### src/hw/rtl/tlii_pkg.sv
// ----------------------------------------------------------------------------
// tlii_pkg
// Shared constants, record types and character codes for the line indent
// indexer.
// ----------------------------------------------------------------------------
package tlii_pkg;

  localparam longint MaxSourceBytes = 64'd1048576;
  localparam int     TabStop        = 4;

  localparam int PosW = $clog2(MaxSourceBytes + 2);
  localparam int ColW = $clog2(TabStop * MaxSourceBytes + 1);
  localparam int TabW = $clog2(TabStop);

  localparam logic [PosW-1:0] MaxPos = PosW'(MaxSourceBytes);
  localparam logic [ColW:0]   MaxCol = (ColW + 1)'(TabStop * MaxSourceBytes);

  localparam logic [7:0] ChTab     = 8'h09;
  localparam logic [7:0] ChNewline = 8'h0A;
  localparam logic [7:0] ChSpace   = 8'h20;

  localparam int QDepth = 4;
  localparam int QPtrW  = $clog2(QDepth);
  localparam int QCntW  = $clog2(QDepth + 1);

  typedef struct packed {
    logic [PosW-1:0] line_begin;
    logic [PosW-1:0] line_end;
    logic [PosW-1:0] indent_chars;
    logic [ColW-1:0] indent_columns;
    logic            is_sentinel;
    logic            overflow;
  } rec_t;

  typedef struct packed {
    logic [1:0] cnt;
    rec_t       rec0;
    rec_t       rec1;
  } push_t;

endpackage

### src/hw/rtl/text_line_indent_indexer.sv
// A record is stored in the queue when its byte is taken and is output from the head.
// Throughput: one byte per cycle; the final byte yields the sentinel, preceded
// by a line record unless it is leading whitespace; a four-entry queue drains one
// word per cycle while out_ready_i is high; input waits for two free entries.
// Reset: asynchronous, active low; clears scan state and empties the queue.
// ----------------------------------------------------------------------------
// text_line_indent_indexer
// Top level: scanner front end and record queue for per-line indent records.
// ----------------------------------------------------------------------------
module text_line_indent_indexer (
  input  logic                        clk_i,
  input  logic                        rst_ni,
  input  logic                        in_valid_i,
  output logic                        in_ready_o,
  input  logic [7:0]                  text_byte_i,
  input  logic                        final_byte_i,
  output logic                        out_valid_o,
  input  logic                        out_ready_i,
  output logic [tlii_pkg::PosW-1:0]   line_begin_o,
  output logic [tlii_pkg::PosW-1:0]   line_end_o,
  output logic [tlii_pkg::PosW-1:0]   indent_chars_o,
  output logic [tlii_pkg::ColW-1:0]   indent_columns_o,
  output logic                        is_sentinel_o,
  output logic                        overflow_o
);
  import tlii_pkg::*;

  push_t push;
  logic  space_ok;
  rec_t  head;

  tlii_front u_front (
    .clk_i        (clk_i),
    .rst_ni       (rst_ni),
    .in_valid_i   (in_valid_i),
    .text_byte_i  (text_byte_i),
    .final_byte_i (final_byte_i),
    .space_ok_i   (space_ok),
    .in_ready_o   (in_ready_o),
    .push_o       (push)
  );

  tlii_queue u_queue (
    .clk_i       (clk_i),
    .rst_ni      (rst_ni),
    .push_i      (push),
    .space_ok_o  (space_ok),
    .out_valid_o (out_valid_o),
    .out_ready_i (out_ready_i),
    .head_o      (head)
  );

  assign line_begin_o     = head.line_begin;
  assign line_end_o       = head.line_end;
  assign indent_chars_o   = head.indent_chars;
  assign indent_columns_o = head.indent_columns;
  assign is_sentinel_o    = head.is_sentinel;
  assign overflow_o       = head.overflow;

endmodule

### src/hw/rtl/tlii_front.sv
// ----------------------------------------------------------------------------
// tlii_front
// Scanner: takes one byte per cycle while the queue has room, tracks line
// indent state and hands zero, one or two records to the queue.
// ----------------------------------------------------------------------------
module tlii_front (
  input  logic                 clk_i,
  input  logic                 rst_ni,
  input  logic                 in_valid_i,
  input  logic [7:0]           text_byte_i,
  input  logic                 final_byte_i,
  input  logic                 space_ok_i,
  output logic                 in_ready_o,
  output tlii_pkg::push_t      push_o
);
  import tlii_pkg::*;

  logic [PosW-1:0] bpos_q, bpos_d;
  logic [PosW-1:0] start_q, start_d;
  logic [PosW-1:0] ind_q, ind_d;
  logic [ColW-1:0] col_q, col_d;
  logic            done_q, done_d;
  logic            sat_q, sat_d;

  logic            acc;
  logic            at_max;
  logic [PosW-1:0] pos;
  logic            sat;
  logic            is_ws;
  logic            is_nl;
  logic            line_rec;
  logic [PosW-1:0] line_end;
  logic [PosW-1:0] bpos_nxt;
  logic [ColW:0]   col_nxt;
  rec_t            line_r;
  rec_t            sent_r;

  assign in_ready_o = space_ok_i;
  assign acc        = in_valid_i & space_ok_i;

  always_comb begin
    at_max   = (bpos_q >= MaxPos);
    pos      = at_max ? MaxPos : bpos_q;
    sat      = sat_q | at_max;
    is_ws    = (text_byte_i == ChSpace) || (text_byte_i == ChTab);
    is_nl    = (text_byte_i == ChNewline);
    bpos_nxt = (pos < MaxPos) ? pos + 1'b1 : MaxPos;

    if (text_byte_i == ChTab) begin
      col_nxt = (({1'b0, col_q} >> TabW) + 1'b1) << TabW;
    end else begin
      col_nxt = {1'b0, col_q} + 1'b1;
    end
    if (col_nxt > MaxCol) begin
      col_nxt = MaxCol;
    end

    line_rec = 1'b0;
    line_end = pos;
    if (!is_nl && (pos < MaxPos)) begin
      line_end = pos + 1'b1;
    end

    start_d = start_q;
    ind_d   = ind_q;
    col_d   = col_q;
    done_d  = done_q;
    sat_d   = sat;
    bpos_d  = bpos_nxt;

    if (!done_q && is_ws) begin
      if (ind_q < MaxPos) begin
        ind_d = ind_q + 1'b1;
      end
      col_d = col_nxt[ColW-1:0];
    end else begin
      done_d = 1'b1;
      if (is_nl || final_byte_i) begin
        line_rec = 1'b1;
        done_d   = 1'b0;
        ind_d    = '0;
        col_d    = '0;
        start_d  = line_end + 1'b1;
      end
    end

    if (final_byte_i) begin
      bpos_d  = '0;
      start_d = '0;
      ind_d   = '0;
      col_d   = '0;
      done_d  = 1'b0;
      sat_d   = 1'b0;
    end
  end

  always_comb begin
    line_r.line_begin     = start_q;
    line_r.line_end       = line_end;
    line_r.indent_chars   = ind_q;
    line_r.indent_columns = col_q;
    line_r.is_sentinel    = 1'b0;
    line_r.overflow       = sat;

    sent_r.line_begin     = bpos_nxt;
    sent_r.line_end       = bpos_nxt;
    sent_r.indent_chars   = '0;
    sent_r.indent_columns = '0;
    sent_r.is_sentinel    = 1'b1;
    sent_r.overflow       = sat;

    push_o.rec0 = line_rec ? line_r : sent_r;
    push_o.rec1 = sent_r;
    push_o.cnt  = acc ? ({1'b0, line_rec} + {1'b0, final_byte_i}) : 2'd0;
  end

  always_ff @(posedge clk_i or negedge rst_ni) begin
    if (!rst_ni) begin
      bpos_q  <= '0;
      start_q <= '0;
      ind_q   <= '0;
      col_q   <= '0;
      done_q  <= 1'b0;
      sat_q   <= 1'b0;
    end else if (acc) begin
      bpos_q  <= bpos_d;
      start_q <= start_d;
      ind_q   <= ind_d;
      col_q   <= col_d;
      done_q  <= done_d;
      sat_q   <= sat_d;
    end
  end

`ifndef NO_ASSERTIONS
  a_two_ends_sentinel: assert property (@(posedge clk_i) disable iff (!rst_ni)
    (push_o.cnt == 2'd2) |-> (push_o.rec1.is_sentinel && !push_o.rec0.is_sentinel))
    else $error("double push without trailing sentinel");
  a_final_clears: assert property (@(posedge clk_i) disable iff (!rst_ni)
    (acc && final_byte_i) |=> (bpos_q == '0 && !sat_q && !done_q))
    else $error("state not cleared after final byte");
  a_cols_cover_chars: assert property (@(posedge clk_i) disable iff (!rst_ni)
    ({1'b0, col_q} >= (ColW + 1)'(ind_q)))
    else $error("indent columns below indent count");
`endif

endmodule

### src/hw/rtl/tlii_queue.sv
// ----------------------------------------------------------------------------
// tlii_queue
// Record queue: takes up to two records per cycle from the scanner and
// presents one word per cycle on the output channel while out_ready_i is high.
// ----------------------------------------------------------------------------
module tlii_queue (
  input  logic            clk_i,
  input  logic            rst_ni,
  input  tlii_pkg::push_t push_i,
  output logic            space_ok_o,
  output logic            out_valid_o,
  input  logic            out_ready_i,
  output tlii_pkg::rec_t  head_o
);
  import tlii_pkg::*;

  rec_t             mem_q [QDepth];
  logic [QPtrW-1:0] wr_q, wr_d;
  logic [QPtrW-1:0] rd_q, rd_d;
  logic [QCntW-1:0] cnt_q, cnt_d;
  logic             pop;
  logic [QPtrW-1:0] wr_nxt;

  assign out_valid_o = (cnt_q != '0);
  assign head_o      = mem_q[rd_q];
  assign space_ok_o  = (cnt_q <= QCntW'(QDepth - 2));
  assign pop         = out_valid_o & out_ready_i;
  assign wr_nxt      = wr_q + 1'b1;

  always_comb begin
    wr_d  = wr_q + QPtrW'(push_i.cnt);
    rd_d  = pop ? rd_q + 1'b1 : rd_q;
    cnt_d = cnt_q + QCntW'(push_i.cnt) - QCntW'(pop);
  end

  always_ff @(posedge clk_i or negedge rst_ni) begin
    if (!rst_ni) begin
      wr_q  <= '0;
      rd_q  <= '0;
      cnt_q <= '0;
    end else begin
      wr_q  <= wr_d;
      rd_q  <= rd_d;
      cnt_q <= cnt_d;
    end
  end

  always_ff @(posedge clk_i) begin
    if (push_i.cnt != 2'd0) begin
      mem_q[wr_q] <= push_i.rec0;
    end
    if (push_i.cnt == 2'd2) begin
      mem_q[wr_nxt] <= push_i.rec1;
    end
  end

`ifndef NO_ASSERTIONS
  a_cnt_bound: assert property (@(posedge clk_i) disable iff (!rst_ni)
    cnt_q <= QCntW'(QDepth))
    else $error("queue count beyond depth");
  a_no_overrun: assert property (@(posedge clk_i) disable iff (!rst_ni)
    QCntW'(push_i.cnt) <= QCntW'(QDepth) - cnt_q)
    else $error("push beyond free space");
  a_pop_only: assert property (@(posedge clk_i) disable iff (!rst_ni)
    (pop && push_i.cnt == 2'd0) |=> (cnt_q == $past(cnt_q) - 1'b1))
    else $error("count did not drop on pop");
  a_ptr_gap: assert property (@(posedge clk_i) disable iff (!rst_ni)
    (cnt_q != QCntW'(QDepth)) |-> (QPtrW'(wr_q - rd_q) == cnt_q[QPtrW-1:0]))
    else $error("pointers disagree with count");
`endif

endmodule
### config.mk
export PLATFORM = sky130hd
export DESIGN_NAME = text_line_indent_indexer
export DESIGN_NICKNAME = d
export VERILOG_FILES = /design/src/hw/rtl/tlii_pkg.sv /design/src/hw/rtl/text_line_indent_indexer.sv /design/src/hw/rtl/tlii_front.sv /design/src/hw/rtl/tlii_queue.sv
export SDC_FILE = /design/constraint.sdc
export NUM_CORES = 1
export LEC_CHECK = 0
export ABC_AREA = 1
export BUFFER_PORTS_ARGS = -buffer_cell sky130_fd_sc_hd__buf_2
export CORE_MARGIN = 5
export CORE_UTILIZATION = 59
export CTS_BUF_LIST = sky130_fd_sc_hd__clkbuf_4 sky130_fd_sc_hd__clkbuf_8
export DETAILED_ROUTE_END_ITERATION = 16
export PLACE_DENSITY_LB_ADDON = 0.25
export SYNTH_ARGS = -nofsm -noshare
export SYNTH_HDL_FRONTEND = slang
export SYNTH_HIERARCHICAL = 1
export SYNTH_SLANG_ARGS = --single-unit
### constraint.sdc
create_clock -name clk_i -period 4.35 [get_ports clk_i]
set_input_delay 0.435 -clock clk_i [delete_from_list [all_inputs] [get_ports clk_i]]
set_output_delay 0.435 -clock clk_i [all_outputs]
set_load 0.03 [all_outputs]
# After elaboration in Yosys (flattened, before gate mapping)
# Memories as Yosys holds them, arrays and structs flattened.
# Index checks and enable logic that the tools add are counted.
[word_totals]
regBits = 95
ram_bits = 352
input_bits = 13
out_inout_bits = 90
elab_cells = 77
mem_count = 1
[classes]
add_sub_neg = 11
magnitude_cmp = 5
n_eq_ne = 6
mux = 28
bitwise_logic = 3
n_reduce_logical = 14
[mem_list]
columns = ["memory", "depth", "word_bits", "rd", "rd_ports_with_merged_regs", "wr", "line_no", "rtl"]
rows = [
  ["u_queue.mem_q", 4, 88, 1, 0, 2, "tlii_queue.sv:17", "rec_t mem_q [QDepth];"],
]
[op_table]
columns = ["op", "n"]
rows = [
  ["21-bit two-way mux", 11],
  ["23-bit two-way mux", 4],
  ["88-bit two-way mux", 1],
  ["21-bit by 1-bit adder with 21-bit output (second input constant)", 3],
  ["21-bit < comparator (second input constant)", 2],
  ["23-bit by 1-bit adder with 24-bit output (second input constant)", 1],
  ["24-bit by 23-bit greater-than comparator with 1-bit output (second input constant)", 1],
  ["24-bit two-way mux", 1],
  ["21-bit by 1-bit adder with 22-bit output (second input constant)", 1],
  ["21-bit greater-or-equal comparator (second input constant)", 1],
  ["8-bit by 4-bit == test with 1-bit output (second input constant)", 2],
  ["1-bit two-way mux", 10],
  ["8-bit by 6-bit == test with 1-bit output (second input constant)", 1],
  ["3-bit AND reduction", 2],
  ["3-bit nonzero test", 2],
  ["2-bit by 1-bit adder with 2-bit output (second input constant)", 2],
  ["2-bit AND reduction", 2],
  ["2-bit nonzero test", 2],
  ["3-bit by 2-bit adder with 3-bit output", 1],
  ["3-bit by 2-bit <= comparator with 1-bit output (second input constant)", 1],
  ["3-bit != test (second input constant)", 1],
  ["3-bit by 1-bit subtractor with 3-bit output", 1],
  ["1-bit by 1-bit adder with 2-bit output", 1],
  ["2-bit adder", 1],
  ["other kinds (8)", 12],
]

# Depth between registers and ports, before layout
[logic_depth]
depth_word = 9
ltp_mapped = 21
ltp_nobuf = 20

# Hierarchy
# Netlist, hierarchy kept.
[modules_own_cells]
columns = ["module", "n_inst", "cells_per_inst", "area_each_um2", "seq_area_each_um2"]
rows = [
  ["tlii_queue", 1, 2342, 19055.8, 10745.3],
  ["tlii_front", 1, 1222, 7699.9, 2202.1],
]

# Worst setup path after synthesis
# No wires, ideal clock.
[synth_path]
kind = "input to register"
startpoint = "input port text_byte_i[4]"
endpoint = "memory u_queue/mem_q[1][0] (netlist name) (enable)"
setup_time_ps = 449
t_arrival_ps = 4470
required_time_ps = 3901
path_slack_ps = -570
cell_stages = 19
path_buffers = 3
path_cell_list = "inv_1 nand2_1 nor2_4 nand2_2 o21ai_1 nand2_1 inv_1 nor2_2 clkbuf_1 ha_1 inv_1 nor2_1 inv_1 nand2_1 inv_2 nand2_2 buf_2 buf_2 nand2_1"
[synth_rtl]
columns = ["element", "line_no", "rtl"]
rows = [
  ["start, declared", "text_line_indent_indexer.sv:15", "input logic [7:0] text_byte_i,"],
  ["end, declared", "tlii_queue.sv:17", ""],
]

# Worst setup path after layout
[layout_path]
startpoint = "register u_queue.rd_q[0]"
endpoint = "output port is_sentinel_o"
[layout_via]
elab_chain_cells = 1
[layout_rtl]
columns = ["element", "line_no", "rtl"]
rows = [
  ["start, declared", "tlii_queue.sv:19", "logic [QPtrW-1:0] rd_q, rd_d;"],
  ["start signal, assigned", "tlii_queue.sv:43", "rd_q <= rd_d;"],
  ["memory read 4 x 88 bit", "--", ""],
  ["end, declared", "text_line_indent_indexer.sv:23", "output logic is_sentinel_o,"],
]
# No other way between the ends.

==> out/qor.csv <==
metric;value;unit
status;finished clean;
Unique masters post-synth;50;
Antenna Nets Post-Route;0;
clk sinks;447;
Max Cap Viol;0;
max incr delay on CP;0.86;ns
Clk pwr share;23.8;%
total CTS buffers;76;
Final Hold Viols;0;
Initial Utilization;59.3;%
post_cts resized;0;
cell row count;78;
number of antenna violations at the first check in global routing;1;
total internal power;9.16;mW
H-Tree Depth;3;
Post-DP HPWL;49.4;mm
Die W;223;µm
hold_ws;0.0450;ns
Worst setup SP type;flip-flop;
Root Driver;clkbuf_8;
Via density;5.67;
Multi-input gate area;11500;µm²
synth cell count leaders;nand2_1 (1434), nand3_1 (364), edfxtp_1 (352);
DR vias;24100;
Die Area;49700;µm²
final period utilization;75.5;%
area grow syn2layout;8.36;%
cells along the critical path;inv_2, buf_4, o21ai_0, nand2_1, buf_2;
Achievable Freq;0.305;GHz
critical path required time;3.91;ns
critical path's top delay family;buffers and inverters;
vias in the first global route;23200;
first-pass GRT wire length;126;mm
share of layout cells above drive strength 1;10.7;%
Final setup viols;0;
Avg Cell Area, Syn;7.51;µm²
CTS clk-pin slew, worst paths;0.06;ns
Final WS setup;1.07;ns
asr flop ratio synth;21.3;%
Seq pwr share;34.3;%
peak supply drop;0.000406;V
post-synthesis sequential area ratio;48.4;%
Slew Limit Fails;0;
PwrDens;569;nW/µm²
Tot GR Track Use;31.5;%
crit end category;primary output;
fin crit period;3.28;ns
setup bufs post-CTS;0;
max_slew headroom;34.6;%
Pleak;13.4;nW
drt pass-1 iters;6;
Synth area leader;edfxtp_1;
register bit total from synthesis;447;
prevailing post-synth register cell;edfxtp_1;
TritonCTS clock tree;built;
Register Area;13000;µm²
Post-synth EDFFs;352;
# IOs;103;
worst path bufs/invs;3;
largest net degree at the start of global routing;151;
Slowest cell on crit path;dfrtp_4;
Clock Tree Buf Depth;3;
Crit path arrival time;2.85;ns
Sw Ratio;44.5;%
Synth top area share;39.5;%
number of DRC markers in iteration 0;2619;
skew final;0.0296;ns
Post-CTS Hold Buffers;1;
routability cong.;0.944;
top-count cell post-synth;nand2_1;
worst slew pin tran;0.982;ns
pre-CTS WS;0.750;ns
setup TNS;0;ns
Synth area leaders;edfxtp_1 (40%), nand2_1 (20%), dfrtp_1 (8.9%), nand3_1 (6.8%), nor2_1 (4.4%);
CP Class;reg -> out;
Post-Syn Instances;3564;
Core Area;45100;µm²
Total Nets Final;3610;
Psw;7.33;mW
Comb pwr share;41.9;%
filler cell count;3955;
drt drc;0;
port bufs;102;
RSZ-0062 raised after global routing;no;
Mapped Area;26800;µm²
DIE HEIGHT;223;µm
average wire per standard cell;18.8;µm
synth warn;6;
total grt overflow;0;
worst-path fanout max;61;
routed wire length;79.7;mm
worst skew pair latency;0.67;ns
Hold Path Class;in -> reg;
placed cells by master, fill, tap and decap left out, drive strengths merged, types with 2 or more instances in the layout:
cell type / n
buf: 158
dfrtp: 95
clkbuf: 114
o21a: 3
nor2: 351
clkinv: 22
nand2: 1458
bufinv: 2
nand3b: 6
conb: 45
a21oi: 25
nor4: 3
clkinvlp: 5
inv: 273
o22ai: 8
o31ai: 3
ha: 11
o21ai: 263
nand4: 25
nor3: 20
or2: 2
a31oi: 2
xor2: 15
edfxtp: 352
nand3: 376
path summary, 6_finish.rpt:
kind                               startpoint                   end  slack [ns]  cells past startpoint
setup / recovery              u_queue/rd_q[0]         is_sentinel_o        1.07                      5
hold / removal                    out_ready_i       u_queue/rd_q[0]        0.05                      3
setup reg to reg           u_front/bpos_q[20]  u_queue/mem_q[1][66]        1.11                     14
hold reg to reg             u_front/ind_q[18]     u_front/ind_q[18]        0.49                      1
max in group asynchronous              rst_ni    u_front/start_q[5]        2.82                      3
min in group asynchronous              rst_ni       u_queue/rd_q[0]        0.42                      2
kinds of logic (layout without fill, tap and decap cells):
family	Yosys count	in the layout	share of synthesized area [%]
AOI/OAI and AO/OA	308	308	6.11
xor gates and xnor gates	16	16	0.524
adders and majority gates	12	12	0.589
buffers and inverters	536	575	9.52
DFF	447	447	48.4
other	2	46	0.0281
and+or+nand+nor	2243	2243	34.8
sequential cells by signal (all words and copies together) (netlist names):
name / count
u_front/done_q: 1
u_queue/cnt_q: 3
u_front/col_q: 23
u_queue/wr_q: 2
u_front/sat_q: 1
u_front/ind_q: 21
u_queue/rd_q: 2
u_queue/mem_q: 352
u_front/start_q: 21
u_front/bpos_q: 21
layout make-up:
| cell class | count | area share [%] |
|---|---|---|
| repair buffers | 159 | 4.12 |
| inverters | 277 | 3.65 |
| multi-input cells | 2624 | 39.6 |
| clock inverters | 25 | 0.613 |
| diodes | 1 | 0.00863 |
| well taps | 600 | 2.59 |
| clock buffers | 114 | 4.76 |
| flip-flops and latches | 447 | 44.7 |
per-stage QoR:
stage          cell area, µm²  total power [mW]  std cells  util, %
2_1_floorplan           26900              10.5       3607        -
3_3_place_gp            27400              12.5       4106     60.8
3_5_place_dp            27400              12.6       4106     60.8
4_1_cts                 29000              16.5       4246     64.3
5_1_grt                 29000              17.4       4247     64.3
6_report                29000              16.5       4247     64.3
worst register-to-register path, cell delays in order (launching register included):
cell	delay [ns]
dfrtp_1	0.44
inv_8	0.24
nand2_1	0.16
inv_1	0.10
ha_1	0.22
nand3_2	0.17
nor2_4	0.20
nand3_1	0.12
clkinv_1	0.14
nand4_1	0.10
ha_1	0.29
a21oi_1	0.10
o21ai_0	0.64
nand2_1	0.13
nand2_1	0.08
power by group through the flow:
stage	logic (mW)	registers (mW)	clock network (mW)
2_1_floorplan	4.92	5.59	0
3_3_place_gp	6.74	5.72	0
3_5_place_dp	6.86	5.74	0
4_1_cts	6.88	5.65	3.99
5_1_grt	7.48	5.71	4.21
6_report	6.90	5.65	3.93
metal layers:
metal | global-route usage (%) | routed length [µm] | vias up
met5 | 0 | 0 | -
met4 | 14.9 | 3300 | 0
met3 | 4.78 | 6390 | 199
met2 | 52.1 | 38300 | 1117
met1 | 41.0 | 31800 | 11300
li1 | - | - | 11400
Note: power is estimated with default switching activity, not from simulation.
